### config.mk
export PLATFORM = sky130hd
export DESIGN_NAME = turkish_utf8_lowercase_stream
export DESIGN_NICKNAME = d
export VERILOG_FILES = /design/src/sv/tulc_pkg.sv /design/src/sv/tulc_front.sv /design/src/sv/tulc_queue.sv /design/src/sv/tulc_back.sv /design/src/sv/turkish_utf8_lowercase_stream.sv
export VERILOG_INCLUDE_DIRS = /design/src /design/src/sv
export SDC_FILE = /design/constraint.sdc
export NUM_CORES = 1
export LEC_CHECK = 0
export ABC_AREA = 0
export BUFFER_PORTS_ARGS = -buffer_cell sky130_fd_sc_hd__buf_4
export CAP_MARGIN = 40
export CELL_PAD_IN_SITES_DETAIL_PLACEMENT = 1
export CELL_PAD_IN_SITES_GLOBAL_PLACEMENT = 2
export CORE_MARGIN = 4
export CORE_UTILIZATION = 44
export DETAILED_ROUTE_END_ITERATION = 7
export PLACE_DENSITY_LB_ADDON = 0.1
export SLEW_MARGIN = 20
export SYNTH_ARGS = -nofsm -noshare
export SYNTH_HDL_FRONTEND = slang
export SYNTH_SLANG_ARGS = --single-unit
### constraint.sdc
create_clock -name clk -period 19.8 [get_ports clk]
set_input_delay 0.99 -clock clk [delete_from_list [all_inputs] [get_ports clk]]
set_output_delay 0.99 -clock clk [all_outputs]
set_load 0.02 [all_outputs]
### src/sv/turkish_utf8_lowercase_stream_assert.svh
// ----------------------------------------------------------------------------
// Assertion macros for the Turkish UTF-8 lowercase stream
// Concurrent check macros; they compile to nothing in synthesis.
// ----------------------------------------------------------------------------
`ifndef TURKISH_UTF8_LOWERCASE_STREAM_ASSERT_SVH
`define TURKISH_UTF8_LOWERCASE_STREAM_ASSERT_SVH
`ifndef SYNTHESIS
`define TULC_ASSERT_IMP(lbl, clk, rstn, ante, cons) \
  lbl: assert property (@(posedge clk) disable iff (!rstn) (ante) |-> (cons)) \
    else $error("tulc: same-cycle check failed");
`define TULC_ASSERT_NXT(lbl, clk, rstn, ante, cons) \
  lbl: assert property (@(posedge clk) disable iff (!rstn) (ante) |=> (cons)) \
    else $error("tulc: next-cycle check failed");
`else
`define TULC_ASSERT_IMP(lbl, clk, rstn, ante, cons)
`define TULC_ASSERT_NXT(lbl, clk, rstn, ante, cons)
`endif
`endif

### src/sv/tulc_pkg.sv
// ----------------------------------------------------------------------------
// tulc_pkg
// Shared types and byte constants of the Turkish UTF-8 lowercase stream.
// ----------------------------------------------------------------------------
package tulc_pkg;

  localparam int CAP_W     = 13;
  localparam int MAX_RES   = 4;
  localparam int JOB_DEPTH = 4;
  localparam int JOB_PTR_W = $clog2(JOB_DEPTH);

  localparam logic [CAP_W-1:0] CAP_RESET = 13'd256;

  localparam logic [1:0] LEN_PAIR   = 2'd2;
  localparam logic [1:0] LEN_TRIPLE = 2'd3;

  localparam logic [7:0] BYTE_NUL    = 8'h00;
  localparam logic [7:0] ASCII_UP_A  = 8'h41;
  localparam logic [7:0] ASCII_UP_I  = 8'h49;
  localparam logic [7:0] ASCII_UP_Z  = 8'h5A;
  localparam logic [7:0] ASCII_LO_I  = 8'h69;
  localparam logic [7:0] CASE_OFFSET = 8'h20;
  localparam logic [7:0] BYTE_C3     = 8'hC3;
  localparam logic [7:0] BYTE_C4     = 8'hC4;
  localparam logic [7:0] BYTE_C5     = 8'hC5;
  localparam logic [7:0] BYTE_87     = 8'h87;
  localparam logic [7:0] BYTE_96     = 8'h96;
  localparam logic [7:0] BYTE_9C     = 8'h9C;
  localparam logic [7:0] BYTE_9E     = 8'h9E;
  localparam logic [7:0] BYTE_9F     = 8'h9F;
  localparam logic [7:0] BYTE_A7     = 8'hA7;
  localparam logic [7:0] BYTE_B0     = 8'hB0;
  localparam logic [7:0] BYTE_B1     = 8'hB1;
  localparam logic [7:0] BYTE_B6     = 8'hB6;
  localparam logic [7:0] BYTE_BC     = 8'hBC;

  // One decoded input byte: up to four output bytes and an optional terminator.
  typedef struct packed {
    logic [MAX_RES-1:0][7:0] bytes;
    logic [2:0]              count;
    logic                    term;
  } tulc_job_t;

  typedef struct packed {
    logic       stopped;
    logic       budget_zero;
    logic [1:0] held_count;
    logic [1:0] expected_len;
  } tulc_front_stat_t;

endpackage

### src/sv/tulc_front.sv
// ----------------------------------------------------------------------------
// tulc_front
// Accepts input bytes, tracks UTF-8 sequences and the output budget, and
// turns each byte with output or a terminator into a job for the back end.
// ----------------------------------------------------------------------------
module tulc_front #(
  parameter int MAX_OUTPUT_BYTES = 4096
) (
  input  logic                       clk,
  input  logic                       rst_n,
  input  logic                       in_valid,
  input  logic [7:0]                 in_byte,
  output logic                       in_stall,
  input  logic                       cfg_valid,
  input  logic [tulc_pkg::CAP_W-1:0] cfg_data,
  input  logic                       q_full,
  output logic                       push,
  output tulc_pkg::tulc_job_t        job,
  output tulc_pkg::tulc_front_stat_t stat
);
  import tulc_pkg::*;

  localparam int BW = $clog2(MAX_OUTPUT_BYTES);
  localparam int BX = BW + 2;
  localparam int CW = (BW + 1 > CAP_W) ? BW + 1 : CAP_W;

  typedef struct packed {
    logic [MAX_RES-1:0][7:0] b;
    logic [2:0]              n;
    logic [BW-1:0]           bud;
    logic                    stop;
    logic [1:0]              hcnt;
    logic [1:0]              elen;
    logic                    set_h0;
    logic                    set_h1;
  } work_t;

  logic [CAP_W-1:0] cap_r;
  logic [BW-1:0]    budget_r;
  logic             stopped_r;
  logic [1:0]       hcnt_r;
  logic [1:0]       elen_r;
  logic [7:0]       held0_r;
  logic [7:0]       held1_r;

  work_t         w;
  logic          term;
  logic          accept;
  logic          is_cont;
  logic [BW-1:0] load_cur;
  logic [BW-1:0] load_cfg;

  function automatic logic [BW-1:0] load_f(input logic [CAP_W-1:0] c);
    logic [CW-1:0] ce;
    ce = CW'(c);
    if (ce > CW'(MAX_OUTPUT_BYTES)) ce = CW'(MAX_OUTPUT_BYTES);
    if (ce == '0) return '0;
    return BW'(ce - CW'(1));
  endfunction

  function automatic work_t emit_f(input work_t s, input logic [7:0] v);
    work_t r;
    r = s;
    if (s.stop || s.bud == '0) begin
      r.stop = 1'b1;
    end else begin
      r.b[s.n[1:0]] = v;
      r.n = s.n + 3'd1;
      r.bud = s.bud - BW'(1);
      if (r.bud == '0) r.stop = 1'b1;
    end
    return r;
  endfunction

  function automatic work_t flush_f(input work_t s, input logic [7:0] h0,
                                    input logic [7:0] h1);
    work_t r;
    r = s;
    r.hcnt = 2'd0;
    r.elen = 2'd0;
    if (s.hcnt >= 2'd1) r = emit_f(r, h0);
    if (s.hcnt >= 2'd2) r = emit_f(r, h1);
    return r;
  endfunction

  function automatic work_t fresh_f(input work_t s, input logic [7:0] v);
    work_t      r;
    logic [1:0] need;
    r = s;
    need = (v[7:5] == 3'b110) ? LEN_PAIR : LEN_TRIPLE;
    if (!s.stop) begin
      if (!v[7]) begin
        if (v == ASCII_UP_I) begin
          if ({2'b00, s.bud} >= BX'(LEN_PAIR)) begin
            r = emit_f(r, BYTE_C4);
            r = emit_f(r, BYTE_B1);
          end else begin
            r.stop = 1'b1;
          end
        end else if (v >= ASCII_UP_A && v <= ASCII_UP_Z) begin
          r = emit_f(r, v + CASE_OFFSET);
        end else begin
          r = emit_f(r, v);
        end
      end else if (v[7:5] == 3'b110 || v[7:4] == 4'b1110) begin
        if ({2'b00, s.bud} >= BX'(need)) begin
          r.set_h0 = 1'b1;
          r.hcnt = 2'd1;
          r.elen = need;
        end else begin
          r = emit_f(r, v);
        end
      end else begin
        r = emit_f(r, v);
      end
    end
    return r;
  endfunction

  assign load_cur = load_f(cap_r);
  assign load_cfg = load_f(cfg_data);
  assign is_cont  = (in_byte[7:6] == 2'b10);
  assign in_stall = q_full;
  assign accept   = in_valid && !q_full;

  always_comb begin
    w = '0;
    w.bud = budget_r;
    w.stop = stopped_r;
    w.hcnt = hcnt_r;
    w.elen = elen_r;
    term = 1'b0;
    if (in_byte == BYTE_NUL) begin
      if (!stopped_r) w = flush_f(w, held0_r, held1_r);
      term = 1'b1;
    end else if (stopped_r) begin
      w.hcnt = 2'd0;
      w.elen = 2'd0;
    end else if (hcnt_r == 2'd0) begin
      w = fresh_f(w, in_byte);
    end else if (elen_r == LEN_PAIR) begin
      if (is_cont) begin
        w.hcnt = 2'd0;
        w.elen = 2'd0;
        if (held0_r == BYTE_C3 && in_byte == BYTE_87) begin
          w = emit_f(w, BYTE_C3);
          w = emit_f(w, BYTE_A7);
        end else if (held0_r == BYTE_C4 && in_byte == BYTE_9E) begin
          w = emit_f(w, BYTE_C4);
          w = emit_f(w, BYTE_9F);
        end else if (held0_r == BYTE_C4 && in_byte == BYTE_B0) begin
          w = emit_f(w, ASCII_LO_I);
        end else if (held0_r == BYTE_C3 && in_byte == BYTE_96) begin
          w = emit_f(w, BYTE_C3);
          w = emit_f(w, BYTE_B6);
        end else if (held0_r == BYTE_C5 && in_byte == BYTE_9E) begin
          w = emit_f(w, BYTE_C5);
          w = emit_f(w, BYTE_9F);
        end else if (held0_r == BYTE_C3 && in_byte == BYTE_9C) begin
          w = emit_f(w, BYTE_C3);
          w = emit_f(w, BYTE_BC);
        end else begin
          w = emit_f(w, held0_r);
          w = emit_f(w, in_byte);
        end
      end else begin
        w = flush_f(w, held0_r, held1_r);
        w = fresh_f(w, in_byte);
      end
    end else if (hcnt_r == 2'd1) begin
      if (is_cont) begin
        w.set_h1 = 1'b1;
        w.hcnt = 2'd2;
      end else begin
        w = flush_f(w, held0_r, held1_r);
        w = fresh_f(w, in_byte);
      end
    end else begin
      if (is_cont) begin
        w.hcnt = 2'd0;
        w.elen = 2'd0;
        w = emit_f(w, held0_r);
        w = emit_f(w, held1_r);
        w = emit_f(w, in_byte);
      end else begin
        w = flush_f(w, held0_r, held1_r);
        w = fresh_f(w, in_byte);
      end
    end
  end

  assign job.bytes = w.b;
  assign job.count = w.n;
  assign job.term  = term;
  assign push      = accept && (term || w.n != 3'd0);

  always_ff @(posedge clk) begin
    if (!rst_n) begin
      cap_r     <= CAP_RESET;
      budget_r  <= load_f(CAP_RESET);
      stopped_r <= (load_f(CAP_RESET) == '0);
      hcnt_r    <= 2'd0;
      elen_r    <= 2'd0;
    end else if (cfg_valid) begin
      cap_r     <= cfg_data;
      budget_r  <= load_cfg;
      stopped_r <= (load_cfg == '0);
      hcnt_r    <= 2'd0;
      elen_r    <= 2'd0;
    end else if (accept) begin
      if (term) begin
        budget_r  <= load_cur;
        stopped_r <= (load_cur == '0);
        hcnt_r    <= 2'd0;
        elen_r    <= 2'd0;
      end else begin
        budget_r  <= w.bud;
        stopped_r <= w.stop;
        hcnt_r    <= w.hcnt;
        elen_r    <= w.elen;
      end
    end
  end

  always_ff @(posedge clk) begin
    if (accept && !cfg_valid) begin
      if (w.set_h0) held0_r <= in_byte;
      if (w.set_h1) held1_r <= in_byte;
    end
  end

  assign stat.stopped      = stopped_r;
  assign stat.budget_zero  = (budget_r == '0);
  assign stat.held_count   = hcnt_r;
  assign stat.expected_len = elen_r;

endmodule

### src/sv/tulc_queue.sv
// ----------------------------------------------------------------------------
// tulc_queue
// Small job queue between the front end and the output back end.
// ----------------------------------------------------------------------------
module tulc_queue (
  input  logic                clk,
  input  logic                rst_n,
  input  logic                push,
  input  tulc_pkg::tulc_job_t push_job,
  input  logic                pop,
  output tulc_pkg::tulc_job_t head,
  output logic                empty,
  output logic                full
);
  import tulc_pkg::*;

  tulc_job_t            mem_r [JOB_DEPTH];
  logic [JOB_PTR_W-1:0] wr_ptr_r;
  logic [JOB_PTR_W-1:0] rd_ptr_r;
  logic [JOB_PTR_W:0]   count_r;
  logic                 do_push;
  logic                 do_pop;

  assign empty   = (count_r == '0);
  assign full    = (count_r == (JOB_PTR_W + 1)'(JOB_DEPTH));
  assign do_push = push && !full;
  assign do_pop  = pop && !empty;
  assign head    = mem_r[rd_ptr_r];

  always_ff @(posedge clk) begin
    if (!rst_n) begin
      wr_ptr_r <= '0;
      rd_ptr_r <= '0;
      count_r  <= '0;
    end else begin
      if (do_push) wr_ptr_r <= wr_ptr_r + 1'b1;
      if (do_pop) rd_ptr_r <= rd_ptr_r + 1'b1;
      if (do_push && !do_pop) count_r <= count_r + 1'b1;
      else if (do_pop && !do_push) count_r <= count_r - 1'b1;
    end
  end

  always_ff @(posedge clk) begin
    if (do_push) mem_r[wr_ptr_r] <= push_job;
  end

endmodule

### src/sv/tulc_back.sv
// ----------------------------------------------------------------------------
// tulc_back
// Serializes queued jobs into single output byte transfers, one per cycle while out_stall is low.
// ----------------------------------------------------------------------------
module tulc_back (
  input  logic                clk,
  input  logic                rst_n,
  input  tulc_pkg::tulc_job_t head,
  input  logic                q_empty,
  output logic                pop,
  output logic                out_valid,
  input  logic                out_stall,
  output logic [7:0]          out_byte,
  output logic                out_is_end
);
  import tulc_pkg::*;

  logic [1:0] pos_r;
  logic       out_valid_r;
  logic [7:0] out_byte_r;
  logic       out_is_end_r;
  logic       load;
  logic       take;
  logic [2:0] total;
  logic       last;
  logic       is_data;

  assign load    = !out_valid_r || !out_stall;
  assign take    = load && !q_empty;
  assign total   = head.count + {2'b00, head.term};
  assign last    = ({1'b0, pos_r} + 3'd1) == total;
  assign is_data = {1'b0, pos_r} < head.count;
  assign pop     = take && last;

  always_ff @(posedge clk) begin
    if (!rst_n) begin
      pos_r       <= 2'd0;
      out_valid_r <= 1'b0;
    end else if (load) begin
      out_valid_r <= !q_empty;
      if (take) pos_r <= last ? 2'd0 : pos_r + 2'd1;
    end
  end

  always_ff @(posedge clk) begin
    if (take) begin
      out_byte_r   <= is_data ? head.bytes[pos_r] : BYTE_NUL;
      out_is_end_r <= !is_data;
    end
  end

  assign out_valid  = out_valid_r;
  assign out_byte   = out_byte_r;
  assign out_is_end = out_is_end_r;

endmodule

### src/sv/turkish_utf8_lowercase_stream.sv
// ----------------------------------------------------------------------------
// turkish_utf8_lowercase_stream
// Turkish lowercase folding of a zero-terminated UTF-8 byte stream.
// ----------------------------------------------------------------------------
// Usage: bytes of a string enter on in_byte with in_valid; a transfer happens
// on a clock edge where in_valid is high and in_stall is low. A zero byte ends
// the string. Results leave on out_byte / out_is_end under out_valid and
// out_stall; the last transfer of each string carries out_is_end = 1 and a
// zero byte. The cfg channel writes the output capacity (cfg_valid and
// cfg_ready, always ready); it also starts a fresh string and must only be
// used while the block is idle.
// Path: an input transfer that yields results writes a job into the queue,
// and the back end then registers its results into the output register that
// drives out_valid. Each input byte yields zero to four results and the output
// port moves one result per cycle while out_stall is low; the front accepts
// one byte per cycle while the four-entry job queue has room, and in_stall
// rises only when that queue is full.
// Reset (synchronous, rst_n low) loads a capacity of 256, clears the pending
// sequence and the queue, and drops any result in the output register.
// A stalled output holds its byte; the queue absorbs the front meanwhile.
// ----------------------------------------------------------------------------
`include "turkish_utf8_lowercase_stream_assert.svh"

module turkish_utf8_lowercase_stream #(
  parameter int MAX_OUTPUT_BYTES = 4096
) (
  input  logic                       clk,
  input  logic                       rst_n,
  input  logic                       in_valid,
  input  logic [7:0]                 in_byte,
  output logic                       in_stall,
  output logic                       out_valid,
  output logic [7:0]                 out_byte,
  output logic                       out_is_end,
  input  logic                       out_stall,
  input  logic                       cfg_valid,
  input  logic [tulc_pkg::CAP_W-1:0] cfg_data,
  output logic                       cfg_ready
);
  import tulc_pkg::*;

  // Front-to-back job handoff.
  tulc_job_t        push_job;
  tulc_job_t        head_job;
  tulc_front_stat_t stat;
  logic             push;
  logic             pop;
  logic             q_empty;
  logic             q_full;

  // Configuration writes must only be issued while idle (not enforced); cfg_ready is always high.
  assign cfg_ready = 1'b1;

  // The front end owns all string state and the output budget; it turns
  // each accepted byte that yields output combinationally into a complete job.
  tulc_front #(
    .MAX_OUTPUT_BYTES(MAX_OUTPUT_BYTES)
  ) u_front (
    .clk      (clk),
    .rst_n    (rst_n),
    .in_valid (in_valid),
    .in_byte  (in_byte),
    .in_stall (in_stall),
    .cfg_valid(cfg_valid),
    .cfg_data (cfg_data),
    .q_full   (q_full),
    .push     (push),
    .job      (push_job),
    .stat     (stat)
  );

  // The queue lets the front keep accepting while the output drains.
  tulc_queue u_queue (
    .clk     (clk),
    .rst_n   (rst_n),
    .push    (push),
    .push_job(push_job),
    .pop     (pop),
    .head    (head_job),
    .empty   (q_empty),
    .full    (q_full)
  );

  // The back end walks each job one byte per cycle into the output register while out_stall is low.
  tulc_back u_back (
    .clk       (clk),
    .rst_n     (rst_n),
    .head      (head_job),
    .q_empty   (q_empty),
    .pop       (pop),
    .out_valid (out_valid),
    .out_stall (out_stall),
    .out_byte  (out_byte),
    .out_is_end(out_is_end)
  );

  // While output is running the budget is never empty.
  `TULC_ASSERT_IMP(a_budget_live, clk, rst_n, !stat.stopped, !stat.budget_zero)
  // A held continuation only exists inside a three-byte sequence.
  `TULC_ASSERT_IMP(a_two_held, clk, rst_n, stat.held_count == 2'd2, stat.expected_len == LEN_TRIPLE)
  // A capacity write drops any pending sequence.
  `TULC_ASSERT_NXT(a_cfg_clears, clk, rst_n, cfg_valid && cfg_ready, stat.held_count == 2'd0)
  // The terminator transfer always carries a zero byte.
  `TULC_ASSERT_IMP(a_term_zero, clk, rst_n, out_valid && out_is_end, out_byte == BYTE_NUL)

endmodule
[Word level (Yosys, flattened, before mapping)]
Memories as Yosys holds them, arrays and structs flattened. A register that Yosys moved wholly into a read port is not among the register bits.
Cells that the tools add are included.
Word-level totals
  bits in registers: 65
  RAM bits: 144
  input bits: 26
  output and inout bits: 12
  memories: 1
Operators by class
  add/subtract/negate cells: 49
  $lt $le $gt $ge: 54
  equality and inequality tests: 27
  muxes and demuxes: 447
  bitwise gates (word level): 37
  reduce and logical (&&, ||, !) cells: 123
Memory list
  u_queue.mem_r: depth 4, bits a word 36, rd ports 1, clocked after Yosys merged registers in 1, wr ports 1, RTL line tulc_queue.sv:17  | tulc_job_t mem_r [JOB_DEPTH];
Operators with widths (number)
  two-way mux 54 bit: 68
  two-way mux 47 bit: 64
  two-way mux 23 bit: 72
  logical NOT 12 bit: 42
  bitwise mux 32 bit: 13
  demux 8 bit (select 2 bit): 19
  subtractor 12 x 1 -> 12 bit (second input constant): 22
  two-way mux 48 bit: 5
  two-way mux 8 bit: 20
  two-way mux 1 bit: 155
  two-way mux 30 bit: 3
  two-way mux 12 bit: 7
  equality test 8 bit (second input constant): 8
  NOT 16 bit: 4
  adder 3 x 1 -> 3 bit (second input constant): 20
  AND 20 bit: 3
  less-than comparator 2 x 3 -> 1 bit (second input constant): 20
  NOT 20 bit: 3
  OR 5 x 20 -> 20 bit: 3
  AND 16 bit: 3
  >= comparator 12 x 2 -> 1 bit: 4
  >= comparator 12 x 2 -> 1 bit (second input constant): 4
  OR 16 bit: 3
  OR 6 x 24 -> 24 bit: 2
  52 further kinds: 170

[Longest topological paths before layout]
Gate-level depths: netlist of the first run.
  depth in word-level cells: 66
  gate-level depth with buffers: 48

[Hierarchy]
From an unflattened synthesis of the first run, not the netlist that was laid out.
Unflattened totals
  cells, all modules: 2021
  area total of the unflattened synthesis: 17734.5 um^2
By module, submodules not included
  tulc_front: instances 1, cells each 1728, area an instance 11209.5 um^2
  tulc_queue: instances 1, cells each 236, area an instance 5731.7 um^2
  tulc_back: instances 1, cells each 55, area an instance 782.0 um^2
  turkish_utf8_lowercase_stream: instances 1, cells each 2, area an instance 11.3 um^2

[Least setup slack after synthesis of the first run]
No wires, ideal clock.
  path type: reg2reg
  start: register u_front.budget_r[1]
  end: register u_queue.count_r[2]
  setup time: 0.071 ns
  arrival: 9.769 ns
  required time: 19.729 ns
  setup slack: 9.960 ns
  cell stages (with the launch flop): 49
  clock period less this slack: 9.840 ns
  cell sequence: dfxtp_1 > clkbuf_1 > inv_1 > ha_1 > clkbuf_1 > nor3b_1 > clkbuf_1 > a31oi_1 > clkbuf_1 > clkbuf_1 > ha_1 > a21oi_1 > inv_1 > ha_1 > or3b_2 > nor2_1 > o2bb2ai_1 > o21a_1 > [... 13 more ...] > nand2_1 > a21oi_1 > o221ai_1 > nor4_1 > a211o_1 > o211a_1 > buf_4 > o21ai_1 > and3_1 > o31ai_1 > a21o_1 > buf_6 > ha_1 > inv_1 > fa_1 > xor2_1 > or3_1 > a21oi_1
RTL lines
  from (decl): RTL line tulc_front.sv:39  | logic [BW-1:0] budget_r;
  from (signal assigned): RTL line tulc_front.sv:200  | budget_r <= load_f(CAP_RESET);
  from (signal assigned): RTL line tulc_front.sv:206  | budget_r <= load_cfg;
  from (signal assigned): RTL line tulc_front.sv:212  | budget_r <= load_cur;
  to (signal assigned): RTL line tulc_queue.sv:38  | if (do_push && !do_pop) count_r <= count_r + 1'b1;
  to (signal assigned): RTL line tulc_queue.sv:39  | else if (do_pop && !do_push) count_r <= count_r - 1'b1;
  to (decl): RTL line tulc_queue.sv:20  | logic [JOB_PTR_W:0] count_r;

==> results of run 1 <==
==> registers in the layout (all words and copies together), names as in the netlist, 3 cells and up, named ones only <==
name and count:
u_queue.count_r 3, u_front.budget_r 12, u_front.held1_r 8, u_front.held0_r 8, u_queue.mem_r 144, u_back.out_byte 8
u_front.cap_r 13
==> power breakdown <==
part	internal, mW	switching (mW)	total [mW]
logic	0.224	0.354	0.578
clock network	0.232	0.177	0.409
registers	0.548	0.0433	0.591
==> per-stage QoR <==
step                       util  power [mW]  setup WS [ns]  std cells
after floorplan               -       0.959           9.96       1921
after global placement    0.467        1.13           9.45       2380
after detailed placement  0.471        1.16           8.96       2396
after CTS                 0.490        1.58           8.89       2435
after global routing      0.491        1.65           8.59       2442
final                     0.491        1.58           9.15       2442
==> cells in the final DEF, fill, tap and decap left out, drive strengths merged, types with 16 or more instances in the layout <==
cell and n:
o31ai 21, nand2b 16, nor2b 24, o21ai 127, xor2 21, nand2 191, o311ai 16, nor4 32
nand3 62, a211oi 30, xnor2 68, buf 96, clkbuf 34, and3 20, dfxtp 42, mux2i 32
o211ai 21, o21a 16, mux4 44, a221oi 17, edfxtp 169, inv 47, nor2 171, and2 20
a21oi 151, nor3 64, ha 44, nand4 30, a31oi 51, or3 17, o22ai 18
==> cell families after synthesis <==
| kind of cell | Yosys count |
|---|---|
| mux | 83 |
| simple gates | 702 |
| xor+xnor | 90 |
| fa+ha+maj | 45 |
| other cells | 1 |
| flops | 211 |
| buf+inv | 178 |
| compound gates | 611 |
==> routing by layer <==
metal,wire length (µm),part of all wire
met2,34600,0.46
met1,30400,0.41
met4,4750,0.063
met5,0,0
met3,5220,0.070
==> worst max-delay path: cells and delay by family (launching register included) <==
family	cells	cell delay, ns
simple gates	7	1.77
buf+inv	9	1.60
compound gates	15	3.19
fa+ha+maj	7	2.23
xor+xnor	3	1.03
flops	1	0.72
==> area by class of cell <==
type,count,area [µm²],area share
flip-flops and latches,211,5920,0.318
inverters,48,180,0.00969
repair buffers,101,791,0.0425
multi-input cells,1532,10400,0.557
clock inverters,9,92.6,0.00498
well taps,511,639,0.0344
clock buffers,30,612,0.0329
==> worst min-delay path by stage <==
| stage | start | to | slack, ns | cells past startpoint |
|---|---|---|---|---|
| 6_report | u_front.elen_r[1] | u_front.elen_r[1] | 0.48 | 2 |
| 5_1_grt | u_front.elen_r[1] | u_front.elen_r[1] | 0.52 | 2 |
| 4_1_cts | u_front.elen_r[1] | u_front.elen_r[1] | 0.48 | 2 |
| 3_5_place_dp | u_front.elen_r[1] | u_front.elen_r[1] | 0.47 | 2 |
| 3_3_place_gp | u_front.elen_r[1] | u_front.elen_r[1] | 0.46 | 2 |
| 2_1_floorplan | u_front.elen_r[1] | u_front.elen_r[1] | 0.45 | 2 |
==> metrics list, run 1 <==
- The flow ran to the end, and the final reports show no timing, DRC or antenna violations.
- Remaining Overflow, GRT: 0
* Maximum clock path buffer count: 3
- Clock edge transition at the registers on the reported setup and hold paths: roughly 0.060 ns
* Proportion of synthesized flip-flops having asynchronous set or reset: 0
- In the global route stage, met1 resource usage came out at 0.468.
* Peak per-stage delay on the critical path: 0.72 ns
* DRC violation count after routing: 0
- Post-CTS timing repair inserted 0 buffers for setup.
- The total area inside the core boundary comes to 37,800 µm².
- Counting stages on the worst path, the most repeated cell is sky130_fd_sc_hd__ha_1.
- Number of placed I/O pins: 38
- On the final layout, the worst hold slack is 0.478 ns.
- The number of pins exceeding their max-slew limit in the final report is 0.
- Destination of the worst register-to-register timing path: u_queue.count_r[2]
- Area of the mapped netlist: around 17,000 µm²
* Most frequent cells after synthesis: 191 x sky130_fd_sc_hd__nand2_1, 170 x sky130_fd_sc_hd__nor2_1, 169 x sky130_fd_sc_hd__edfxtp_1, 151 x sky130_fd_sc_hd__a21oi_1, 122 x sky130_fd_sc_hd__o21ai_0
- Global Route Usage Sum: 0.350
* Crit Path Max Fanout: 29
* Multiplexer share of the synthesized area: 0.0821
- Top-count cell post-synth: sky130_fd_sc_hd__nand2_1
- Number of cell rows: 71
* Number of nets in the finished design: about 2,000
- The synthesized design spends more area on one cell type than any other, namely sky130_fd_sc_hd__edfxtp_1.
- The worst pin sits at a relative slew slack of 0.379.
- H-tree depth: 1
- Once the clock tree was built, the resizer swapped 0 gates to a different size.
- Of the total synthesized cell area, the portion taken by AND, OR, NAND and NOR gates is 0.204.
* Critical Path End: u_queue.count_r[2]
* Max Freq: around 94 MHz
* Total die area: roughly 42,000 µm²
- Maximum number of pins on one net before global-route repair: 52
* Die W: 204 µm
* Largest family of logic cells by synthesized area: compound AO/OA/AOI/OAI gates
- Fraction of the cycle the final worst path needs: 0.538
- For this run, global-route usage on met3 was measured as 0.0340.
* RSZ-0062 raised after global routing: no
- The routed design has between 70,000 and 80,000 µm of wire.
- The later pin in the worst-skew pair is clocked with a latency of about 0.55 ns.
* Unique cell type count in the Yosys netlist: 96
- 0 antenna diodes ended up in the layout.
* Worst setup EP type: flop
- Number of DRC markers in iteration 0: about 2,100
* Worst reg2reg path depth: 41
- Input and output buffers added on the ports amount to 36.
- Crit path kind: reg2reg
- Met2 usage: 0.573
- Yosys mapped a number of flops with a built-in enable equal to ~170.
- Post-route standard cell area excluding fillers: about 19,000 µm²
- XOR/XNOR share of the synthesized area: 0.0474
- Estimated wirelength of the detail-placed design: approximately 56,000 µm
- Total via count after detailed routing: 17,100
- Setup violations remaining at the end of the flow were counted as 0.
* Maximum VDD drop: between 60 and 70 µV
* Fraction of layout instances using a drive strength above 1: 0.123
* Number of max-capacitance violations reported: 0
* Buffer type at the clock tree root: sky130_fd_sc_hd__clkbuf_16
* Via count of the first global-routing pass: 17,000
- Total negative setup slack: 0 ns
- Clock Skew: roughly 0.044 ns
* Residual antenna-violating net count after detailed routing: 0
* Setup slack of the most critical reg-to-reg path: 9.15 ns
- For the pin with the worst max-slew slack, the measured transition is approximately 0.93 ns.
* Min-Delay Path Class: reg2reg
- Standard cell with the maximum stage delay on the critical path: sky130_fd_sc_hd__dfxtp_1
* Complex-gate fraction of the synthesized area: 0.242
- Area fraction of the dominant cell type after synthesis: 0.300
* Clock period minus final worst setup slack: ~11 ns
- For this configuration, the core starts out at a cell density of 0.448.
* Via density per instance: between 6 and 7
* Nature of the critical path startpoint: flop
* Setup crit start: u_front.budget_r[1]
- GP Congestion: approximately 1
* Number of cells produced by synthesis: ~1,900
- Total of warnings raised by yosys: 0
- Compared with the post-synthesis result, the final layout area differs by 9.81%.
* Required @ worst endpoint: roughly 20 ns
- Crit Reg-Reg Startpoint: u_front.budget_r[1]
* Arrival time at the worst endpoint: roughly 11 ns
- Syn_nets: between 1,500 and 2,000
* Area after detailed placement: 17,800 µm²
- In the post-synthesis netlist, the biggest area contributors are sky130_fd_sc_hd__edfxtp_1 30%, sky130_fd_sc_hd__mux4_2 5.9%, sky130_fd_sc_hd__dfxtp_1 5.0%.
* Most congested layer reported by global routing: met2
* Global-route wire length before repair: roughly 110,000 µm
- Clock tree from TritonCTS: yes
* Power density relative to cell area: between 80 and 90 nW/µm²
- The initial antenna violation count was 0.
* Die Height: approximately 200 µm
* Wirelength per Cell: between 30 and 40 µm
- For this run, the detailed router's first-pass iteration total came to 5.
- Fraction of the yosys area taken by sequential cells: 0.349
- Number of clock sinks: between 200 and 250
- For this run, the leading register cell type out of synthesis is sky130_fd_sc_hd__edfxtp_1.
- Filler cell count in the final layout: 4,399
* Static leakage: 6.33 nW
- In this run, synthesis produced a sequential element count of 211.
- Number of buffers inserted during clock tree synthesis: 23
- After clock tree synthesis, the flow added hold-fix buffers numbering 0.
* Post-Synth Adder-Cell Area: 0.0337
- Dividing the synthesized area by the synthesized cell count gives 8.82 µm².
* Final hold violation count: 0
(Power assumes the default switching activity.)
==> inputs of run 2 (changes only) <==
- CORE_UTILIZATION: 44 -> 41
- clock period: 19.8 -> 10.05 ns (I/O delays scaled with it)
==> run 2 against run 1 <==
  * Non-clock buffer count increased by 32
  * Setup slack got worse by 8.4 ns
  * Total power increased by 100%
  * Sequential power increased by 95%
  * Critical endpoint unchanged
  * Maximum frequency increased by 14%
  * Combinational power increased by 100%
  * Design area increased by 2.0%
  * Clock power increased by 120%
  * Sequential cell count unchanged
  * First-iteration DRC count decreased by 19%
  * Clock-buffer cell count increased by 3
  * Core utilization decreased by 2.7 points
==> metrics list, run 2 (synthesis gave the netlist of run 1 again) <==
- The die outline width is 211 µm (was 204 µm).
- The initial core utilization was 0.415 (was 0.448).
- The cell area reported after detailed placement is 18,200 µm² (was 17,800 µm²).
* Initial antenna violation count: 1 (was 0)
- The pin slew with the least headroom to its limit was 0.976 ns (was 0.928 ns).
* Wirelength per Cell: 30.4 µm (was 30.7 µm)
- The clock-pin slew on the worst setup and hold paths is 0.07 ns (was 0.06 ns).
- The endpoint of the worst hold path is u_front.cap_r[9] (was u_front.elen_r[1]).
- The I/O pin total is 38 (unchanged).
* Count of cells along the worst hold path: 3 (was 2)
- Fraction of layout instances using a drive strength above 1: 0.137 (was 0.123)
* Remaining Overflow, GRT: 0 (unchanged)
* Clock Skew: 0.0267 ns (was 0.0443 ns)
- The startpoint of the lowest-slack register-to-register path is u_front.budget_r[0] (was u_front.budget_r[1]).
- DRC violation count after routing: 0 (unchanged)
* Largest registers ranked by flip-flop count: u_queue.mem_r (144), u_front.cap_r (13), u_front.budget_r (12) (unchanged)
- The number of buffers inserted by hold repair at cts is 0 (unchanged).
- Setup violators final: 0 (unchanged)
* Status: completed (unchanged)
- Buffer type at the clock tree root: sky130_fd_sc_hd__clkbuf_16 (unchanged)
- Clock tree from TritonCTS: yes (unchanged)
- Int Pwr: 2.06 mW (was 1.00 mW)
- Combined area of the multi-input logic cells: 10,400 µm² (about the same)
- The number of buffers on the longest clock path is 3 (unchanged).
- Destination of the worst register-to-register timing path: u_queue.count_r[2] (unchanged)
- Switching share of power: 0.355 (was 0.364)
- The static power due to leakage came to 6.53 nW (was 6.33 nW).
- The arrival time at the worst endpoint is 9.81 ns (was 11.12 ns).
- Area Growth Syn to Fin: 12.0% (was 9.81%)
- The most common cell after layout, fill and taps aside was sky130_fd_sc_hd__nand2_1 (unchanged).
- Crit Path Max Fanout: 11 (was 29)
- The net switching power was 1.13 mW (was 0.574 mW).
* Number of port buffers: 36 (unchanged)
- The total negative slack for setup checks was 0 ns (unchanged).
- The largest stage delay on the critical path is 0.58 ns (was 0.72 ns).
- CTS resizes: 0 (unchanged)
- Total die area: 44,600 µm² (was 41,700 µm²)
- Maximum VDD drop: 125 µV (was 62.9 µV)
- Maximum number of pins on one net before global-route repair: 37 (was 52)
- The number of global-route vias before repair came to 17,200 (was 17,000).
- Global Route Usage Sum: 0.333 (was 0.350)
* Die Height: 211 µm (was 204 µm)
* Final WL: 75,900 µm (was 75,000 µm)
* Number of clock sinks: 211 (unchanged)
* Residual antenna-violating net count after detailed routing: 0 (unchanged)
- Combinational cell fraction of total power: 0.364 (was 0.366)
- Required @ worst endpoint: 10.53 ns (was 20.27 ns)
- The number of pins exceeding their max-slew limit in the final report is 0 (unchanged).
- Reg area: 5920 µm² (unchanged)
- The routed via count was 17,100 (about the same).
* Floorplan Core Area: 40,800 µm² (was 37,800 µm²)
* Post-CTS Setup Bufs: 0 (unchanged)
* Number of max-capacitance violations reported: 0 (unchanged)
- Worst reg2reg path depth: 35 (was 41)
- Clock period minus final worst setup slack: 9.33 ns (was 10.65 ns)
- H-tree depth: 1 (unchanged)
* Hold path startpoint: cfg_data[9] (was u_front.elen_r[1])
* Max FFs per register: 144 (unchanged)
- Filler cell count in the final layout: 4,749 (was 4,399)
- The clock insertion delay at the later pin of the skew report is 0.56 ns (was 0.55 ns).
- The worst hold path class is in2reg (was reg2reg).
* Estimated wirelength of the detail-placed design: 56,900 µm (was 55,800 µm)
* Most frequent cells in the layout: 191 x sky130_fd_sc_hd__nand2_1, 170 x sky130_fd_sc_hd__nor2_1, 169 x sky130_fd_sc_hd__edfxtp_1 (unchanged)
* Global-route wire length before repair: 114,000 µm (was 112,000 µm)
- The kind of capture point of the worst setup path is a flop (unchanged).
* Nature of the critical path startpoint: flop (unchanged)
* Via density per instance: 6.84 (was 6.98)
* Number of buffers inserted during clock tree synthesis: 24 (was 23)
* Post-route standard cell area excluding fillers: 19,000 µm² (was 18,600 µm²)
- Number of DRC markers in iteration 0: 1,689 (was 2,082)
* Most flops, register: u_queue.mem_r (unchanged)
- # diodes: 0 (unchanged)
- Cell seen most often among critical-path stages: sky130_fd_sc_hd__ha_1 (unchanged)
* Total chip power: 3.19 mW (was 1.58 mW)
- Max Freq: 107 MHz (was 93.9 MHz)
* Part of the total power dissipated in sequential elements: 0.360 (was 0.374)
* Standard cell with the maximum stage delay on the critical path: sky130_fd_sc_hd__dfxtp_1 (unchanged)
- The share of the core filled with cells was 0.464 (was 0.491).
* Crit path kind: reg2reg (unchanged)
- The detailed-router iteration count before antenna repair is 6 (was 5).
- The relative max-transition margin is 0.344 (was 0.379).
- GP Congestion: 1.04 (was 1.02)
* Fraction of the cycle the final worst path needs: 0.928 (was 0.538)
- Number of cell rows: 74 (was 71)
- The total power density per cell area is 168 nW/µm² (was 84.9 nW/µm²).
- RSZ-0062 raised after global routing: no (unchanged)
* Final hold violation count: 0 (unchanged)
- Setup slack of the most critical reg-to-reg path: 0.72 ns (was 9.15 ns)
- The number of nets at the end of the flow was 2,021 (was 1,988).
- Clk pwr share: 0.276 (was 0.259)
==> run 2: power groups by stage <==
| stage | sequential (mW) | combinational [mW] | clock (mW) |
|---|---|---|---|
| after floorplan | 1.15 | 0.734 | 0 |
| after global placement | 1.17 | 1.09 | 0 |
| after detailed placement | 1.16 | 1.14 | 0 |
| after CTS | 1.15 | 1.16 | 0.896 |
| after global routing | 1.16 | 1.24 | 0.939 |
| final | 1.15 | 1.16 | 0.882 |
==> run 2: routing by layer <==
layer / vias up / track usage / part of all wire / wire, µm
li1: 7489 / - / - / -
met5: - / 0 / 0.00017 / 13
met1: 8642 / 0.443 / 0.42 / 31600
met4: 2 / 0.158 / 0.058 / 4390
met2: 740 / 0.540 / 0.46 / 35100
met3: 223 / 0.0422 / 0.063 / 4780
==> run 2: final cells by class <==
cell class / count / share of cell area
Clock buffer: 33 / 0.0334
Timing Repair Buffer: 133 / 0.0552
Clock inverter: 10 / 0.00745
Tap cell: 532 / 0.0351
Sequential cell: 211 / 0.312
Inverter: 48 / 0.00950
Multi-Input combinational cell: 1532 / 0.547
==> run 2: how the worst max path moves through the flow <==
stage,start,cells past startpoint,to
2_1_floorplan,u_front.budget_r[1],48,u_queue.count_r[2]
3_3_place_gp,u_front.budget_r[0],34,u_queue.count_r[2]
3_5_place_dp,u_front.budget_r[0],35,u_queue.count_r[2]
4_1_cts,u_front.budget_r[0],35,u_queue.count_r[2]
5_1_grt,u_front.budget_r[0],36,u_queue.count_r[2]
6_report,u_front.budget_r[0],35,u_queue.count_r[2]
==> run 2: metrics by stage <==
stage	hold slack [ns]	cells	worst slack (ns)
finish	0.231	2499	0.719
global route	0.251	2499	0.195
CTS	0.210	2495	0.588
detailed placement	0.478	2452	0.630
global placement	0.458	2435	0.535
floorplan	0.445	1921	0.210
==> run 2: critical path: cells and delay by family (launching register included) <==
family / cells / cell delay, ns
flops: 1 / 0.58
mux: 1 / 0.41
xor+xnor: 1 / 0.19
simple gates: 6 / 1.05
fa+ha+maj: 6 / 1.80
buf+inv: 5 / 0.94
compound gates: 16 / 4.26
==> inputs of run 3 (changes only) <==
- ABC_AREA: 0 -> 1
- CORE_UTILIZATION: 41 -> 37
==> run 3 against run 2 <==
  * Clock power shrank 4.2%
  * Wire length shrank 4.5%
  * Maximum frequency increased by 9.6%
  * Critical path type unchanged
  * Sequential power hardly changed
==> metrics list, run 3 <==
* Status: completed (unchanged)
- Total via count after detailed routing: 17,500 (was 17,100)
* Reg area: 5920 µm² (unchanged)
- The estimated wirelength of the detail-placed design came to 54,600 µm (was 56,900 µm).
- 1st-pass router iterations: 6 (unchanged)
- The total of buffers placed on input and output ports is 36 (unchanged).
- Proportion of synthesized flip-flops having asynchronous set or reset: 0 (unchanged)
* Largest cells by area after synthesis: sky130_fd_sc_hd__edfxtp_1 30%, sky130_fd_sc_hd__nand2_1 11%, sky130_fd_sc_hd__o21ai_0 7.5% (was sky130_fd_sc_hd__edfxtp_1 30%, sky130_fd_sc_hd__mux4_2 5.9%, sky130_fd_sc_hd__dfxtp_1 5.0%)
- Combined area of the multi-input logic cells: 9450 µm² (was 10,400 µm²)
- Max FFs per register: 144 (unchanged)
- Effective utilization at floorplan: 0.373 (was 0.415)
- Area after detailed placement: 17,700 µm² (was 18,200 µm²)
* Floorplan Core Area: 45,300 µm² (was 40,800 µm²)
* Number of cell rows: 78 (was 74)
- Post-placement setup slack: 1.63 ns (was 0.630 ns)
- GP Congestion: 0.986 (was 1.04)
- The top register by number of flip-flops is u_queue.mem_r (unchanged).
- The count of endpoints failing hold in the final timing report is 0 (unchanged).
- The beginning of the critical path is u_front.budget_r[1] (was u_front.budget_r[0]).
- The kind of capture point of the worst setup path was a flop (unchanged).
* Static leakage: 7.74 nW (was 6.53 nW)
- Maximum clock path buffer count: 3 (unchanged)
- Arrival time at the worst endpoint: 9.00 ns (was 9.81 ns)
* Area fraction of the dominant cell type after synthesis: 0.301 (was 0.300)
* Number of nets in the finished design: 2,476 (was 2,021)
- Top-count cell post-synth: sky130_fd_sc_hd__nand2_1 (unchanged)
* Number of cells produced by synthesis: 2,413 (was 1,921)
- Number of placed I/O pins: 38 (unchanged)
- The H-tree level count was 1 (unchanged).
- The routed length per placed instance is 24.0 µm (was 30.4 µm).
* Count of cells along the worst hold path: 3 (unchanged)
- Area of the mapped netlist: 16,900 µm² (about the same)
- Nature of the critical path startpoint: flop (unchanged)
- The antenna cell count is 0 (unchanged).
- Power density relative to cell area: 177 nW/µm² (was 168 nW/µm²)
- The vertical die dimension came to 222 µm (was 211 µm).
- Area Growth Syn to Fin: 9.37% (was 12.0%)
- Crit path kind: reg2reg (unchanged)
* Number of max-capacitance violations reported: 0 (unchanged)
- The clock insertion delay at the later pin of the skew report was 0.55 ns (was 0.56 ns).
- The post-synthesis net count is 2,484 (was 1,992).
* Fraction of layout instances using a drive strength above 1: 0.0900 (was 0.137)
- The number of design-rule violations left by the first detailed-router iteration is 1,418 (was 1,689).
* Remaining Overflow, GRT: 0 (unchanged)
* Number of buffers inserted during clock tree synthesis: 24 (unchanged)
- Peak per-stage delay on the critical path: 0.67 ns (was 0.58 ns)
* RSZ-0062 raised after global routing: no (unchanged)
* Flops & latches, synth: 211 (unchanged)
- Crit Path Max Fanout: 21 (was 11)
* Initial antenna violation count: 0 (was 1)
- Clock edge transition at the registers on the reported setup and hold paths: 0.06 ns (was 0.07 ns)
- The total negative slack for setup checks was 0 ns (unchanged).
* DRC violation count after routing: 0 (unchanged)
- The pin count of the biggest net entering global routing was 74 (was 37).
- The design area was 18,500 µm² (was 19,000 µm²).
- Via density per instance: 5.78 (was 6.84)
- Filler cell count in the final layout: 5,777 (was 4,749)
- The post-route clock period utilization came to 0.847 (was 0.928).
* Total chip power: 3.28 mW (was 3.19 mW)
- The global-route wire length before repair was 109,000 µm (was 114,000 µm).
- Die W: 222 µm (was 211 µm)
- Commonest non-fill, non-tap cell in the layout: sky130_fd_sc_hd__nand2_1 (unchanged)
- Largest registers ranked by flip-flop count: u_queue.mem_r (144), u_front.cap_r (13), u_front.budget_r (12) (unchanged)
- Fin worst setup slack: 1.54 ns (was 0.719 ns)
* Clock Skew: 0.0236 ns (was 0.0267 ns)
- Maximum VDD drop: 165 µV (was 125 µV)
- Via count of the first global-routing pass: 17,400 (was 17,200)
- The main flop type after synthesis was sky130_fd_sc_hd__edfxtp_1 (unchanged).
- Hold Buf Count CTS: 0 (unchanged)
- The worst endpoint required time was 10.54 ns (was 10.53 ns).
- The startpoint of the lowest-slack register-to-register path is u_front.budget_r[1] (was u_front.budget_r[0]).
- The post-CTS resize count is 0 (unchanged).
* Clock tree from TritonCTS: yes (unchanged)
- Min-Delay Path Class: in2reg (unchanged)
- Most frequent cells in the layout: 505 x sky130_fd_sc_hd__nand2_1, 321 x sky130_fd_sc_hd__nor2_1, 255 x sky130_fd_sc_hd__inv_1 (was 191 x sky130_fd_sc_hd__nand2_1, 170 x sky130_fd_sc_hd__nor2_1, 169 x sky130_fd_sc_hd__edfxtp_1)
- The relative max-transition margin came to 0.408 (was 0.344).
- The clock sink count came to 211 (unchanged).
- Worst reg2reg path depth: 40 (was 35)
- The share of the core filled with cells came to 0.408 (was 0.464).
- The final setup violation count was 0 (unchanged).
- Clock period minus final worst setup slack: 8.51 ns (was 9.33 ns)
- The number of enable-type register cells in the synthesized netlist is 169 (unchanged).
* Total die area: 49,100 µm² (was 44,600 µm²)
- The count of antenna-violating nets left after detailed routing was 0 (unchanged).
- Post-synthesis area per instance: 7.00 µm² (was 8.82 µm²)
- Buffer type at the clock tree root: sky130_fd_sc_hd__clkbuf_16 (unchanged)
- Max Freq: 117 MHz (was 107 MHz)
- The launch instance of the worst min-delay path is cfg_data[0] (was cfg_data[9]).
- Final WL: 72,500 µm (was 75,900 µm)
* Global Route Usage Sum: 0.283 (was 0.333)
* Cell seen most often among critical-path stages: sky130_fd_sc_hd__nor2_1 (was sky130_fd_sc_hd__ha_1)
- Unique cell type count in the Yosys netlist: 60 (was 96)
- The library cell contributing the largest single delay on the critical path was sky130_fd_sc_hd__a21oi_2 (was sky130_fd_sc_hd__dfxtp_1).
* Count of final max-slew check failures: 0 (unchanged)
- The register area share after synthesis was 0.350 (was 0.349).
- Post-CTS Setup Bufs: 0 (unchanged)
* Most frequent cells after synthesis: 505 x sky130_fd_sc_hd__nand2_1, 327 x sky130_fd_sc_hd__nor2_1, 255 x sky130_fd_sc_hd__inv_1, 254 x sky130_fd_sc_hd__o21ai_0, 169 x sky130_fd_sc_hd__edfxtp_1 (was 191 x sky130_fd_sc_hd__nand2_1, 170 x sky130_fd_sc_hd__nor2_1, 169 x sky130_fd_sc_hd__edfxtp_1, 151 x sky130_fd_sc_hd__a21oi_1, 122 x sky130_fd_sc_hd__o21ai_0)
- The total of warnings raised by yosys was 0 (unchanged).
- The post-synthesis cell type with the largest combined area was sky130_fd_sc_hd__edfxtp_1 (unchanged).
- Worst slew pin tran: 0.878 ns (was 0.976 ns)
==> run 3: cell types whose count changed in the layout (fill, tap and decap cells not counted), moves of 50 or more <==
cell                      delta
sky130_fd_sc_hd__o21ai_0   +132
sky130_fd_sc_hd__inv_1     +212
sky130_fd_sc_hd__xnor2_1    -61
sky130_fd_sc_hd__nor2_1    +151
sky130_fd_sc_hd__nand3_1    +50
sky130_fd_sc_hd__nand2_1   +314
==> run 3: path summary, 6_finish.rpt <==
check	slack (ns)	end
setup / recovery	1.54	u_queue.count_r[2]
hold / removal	0.20	u_front.cap_r[0]
setup reg to reg	1.54	u_queue.count_r[2]
hold reg to reg	0.48	u_front.elen_r[0]
==> run 3: final cells by class <==
cell class,count,area share
tap,600,0.0407
inverter,277,0.0564
clock buffer,35,0.0370
multi-input combinational,1817,0.512
sequential,211,0.320
clock inverter,9,0.00400
timing repair buffer,74,0.0299
==> run 3: routing by layer <==
layer,vias to the layer above,share of wire,GRT usage
li1,8214,-,-
met1,8673,0.45,0.388
met2,474,0.47,0.473
met3,125,0.048,0.0330
met4,0,0.037,0.0820
met5,-,0,0
==> run 3: critical path: cells and delay by family, from the launching register on <==
kind	cells	cell delay [ns]
compound gates	5	1.46
fa+ha+maj	5	1.64
buf+inv	5	1.15
flops	1	0.43
simple gates	25	3.77
==> run 3: cells by family (layout without fill, tap and decap cells) <==
| kind of cell | after synthesis | after routing | share of synthesized area |
|---|---|---|---|
| xor gates and xnor gates | 48 | 48 | 0.0249 |
| and+or+nand+nor | 1123 | 1123 | 0.291 |
| AOI/OAI and AO/OA | 600 | 600 | 0.207 |
| DFF | 211 | 211 | 0.350 |
| adders and majority gates | 45 | 45 | 0.0338 |
| other | 1 | 1 | 0.000222 |
| buffers and inverters | 385 | 395 | 0.0923 |
==> run 3: power by group <==
group / internal (mW) / leakage [nW] / switching (mW)
Clock: 0.476 / 0.376 / 0.369
Combinational: 0.375 / 5.44 / 0.927
Sequential: 1.07 / 1.93 / 0.0549
Total: 1.92 / 7.74 / 1.35
==> run 3: metrics by stage <==
step	cells	hold slack (ns)
after CTS	3020	0.174
after global placement	2971	0.454
after detailed placement	2976	0.475
final	3023	0.202
after global routing	3023	0.203
after floorplan	2413	0.449
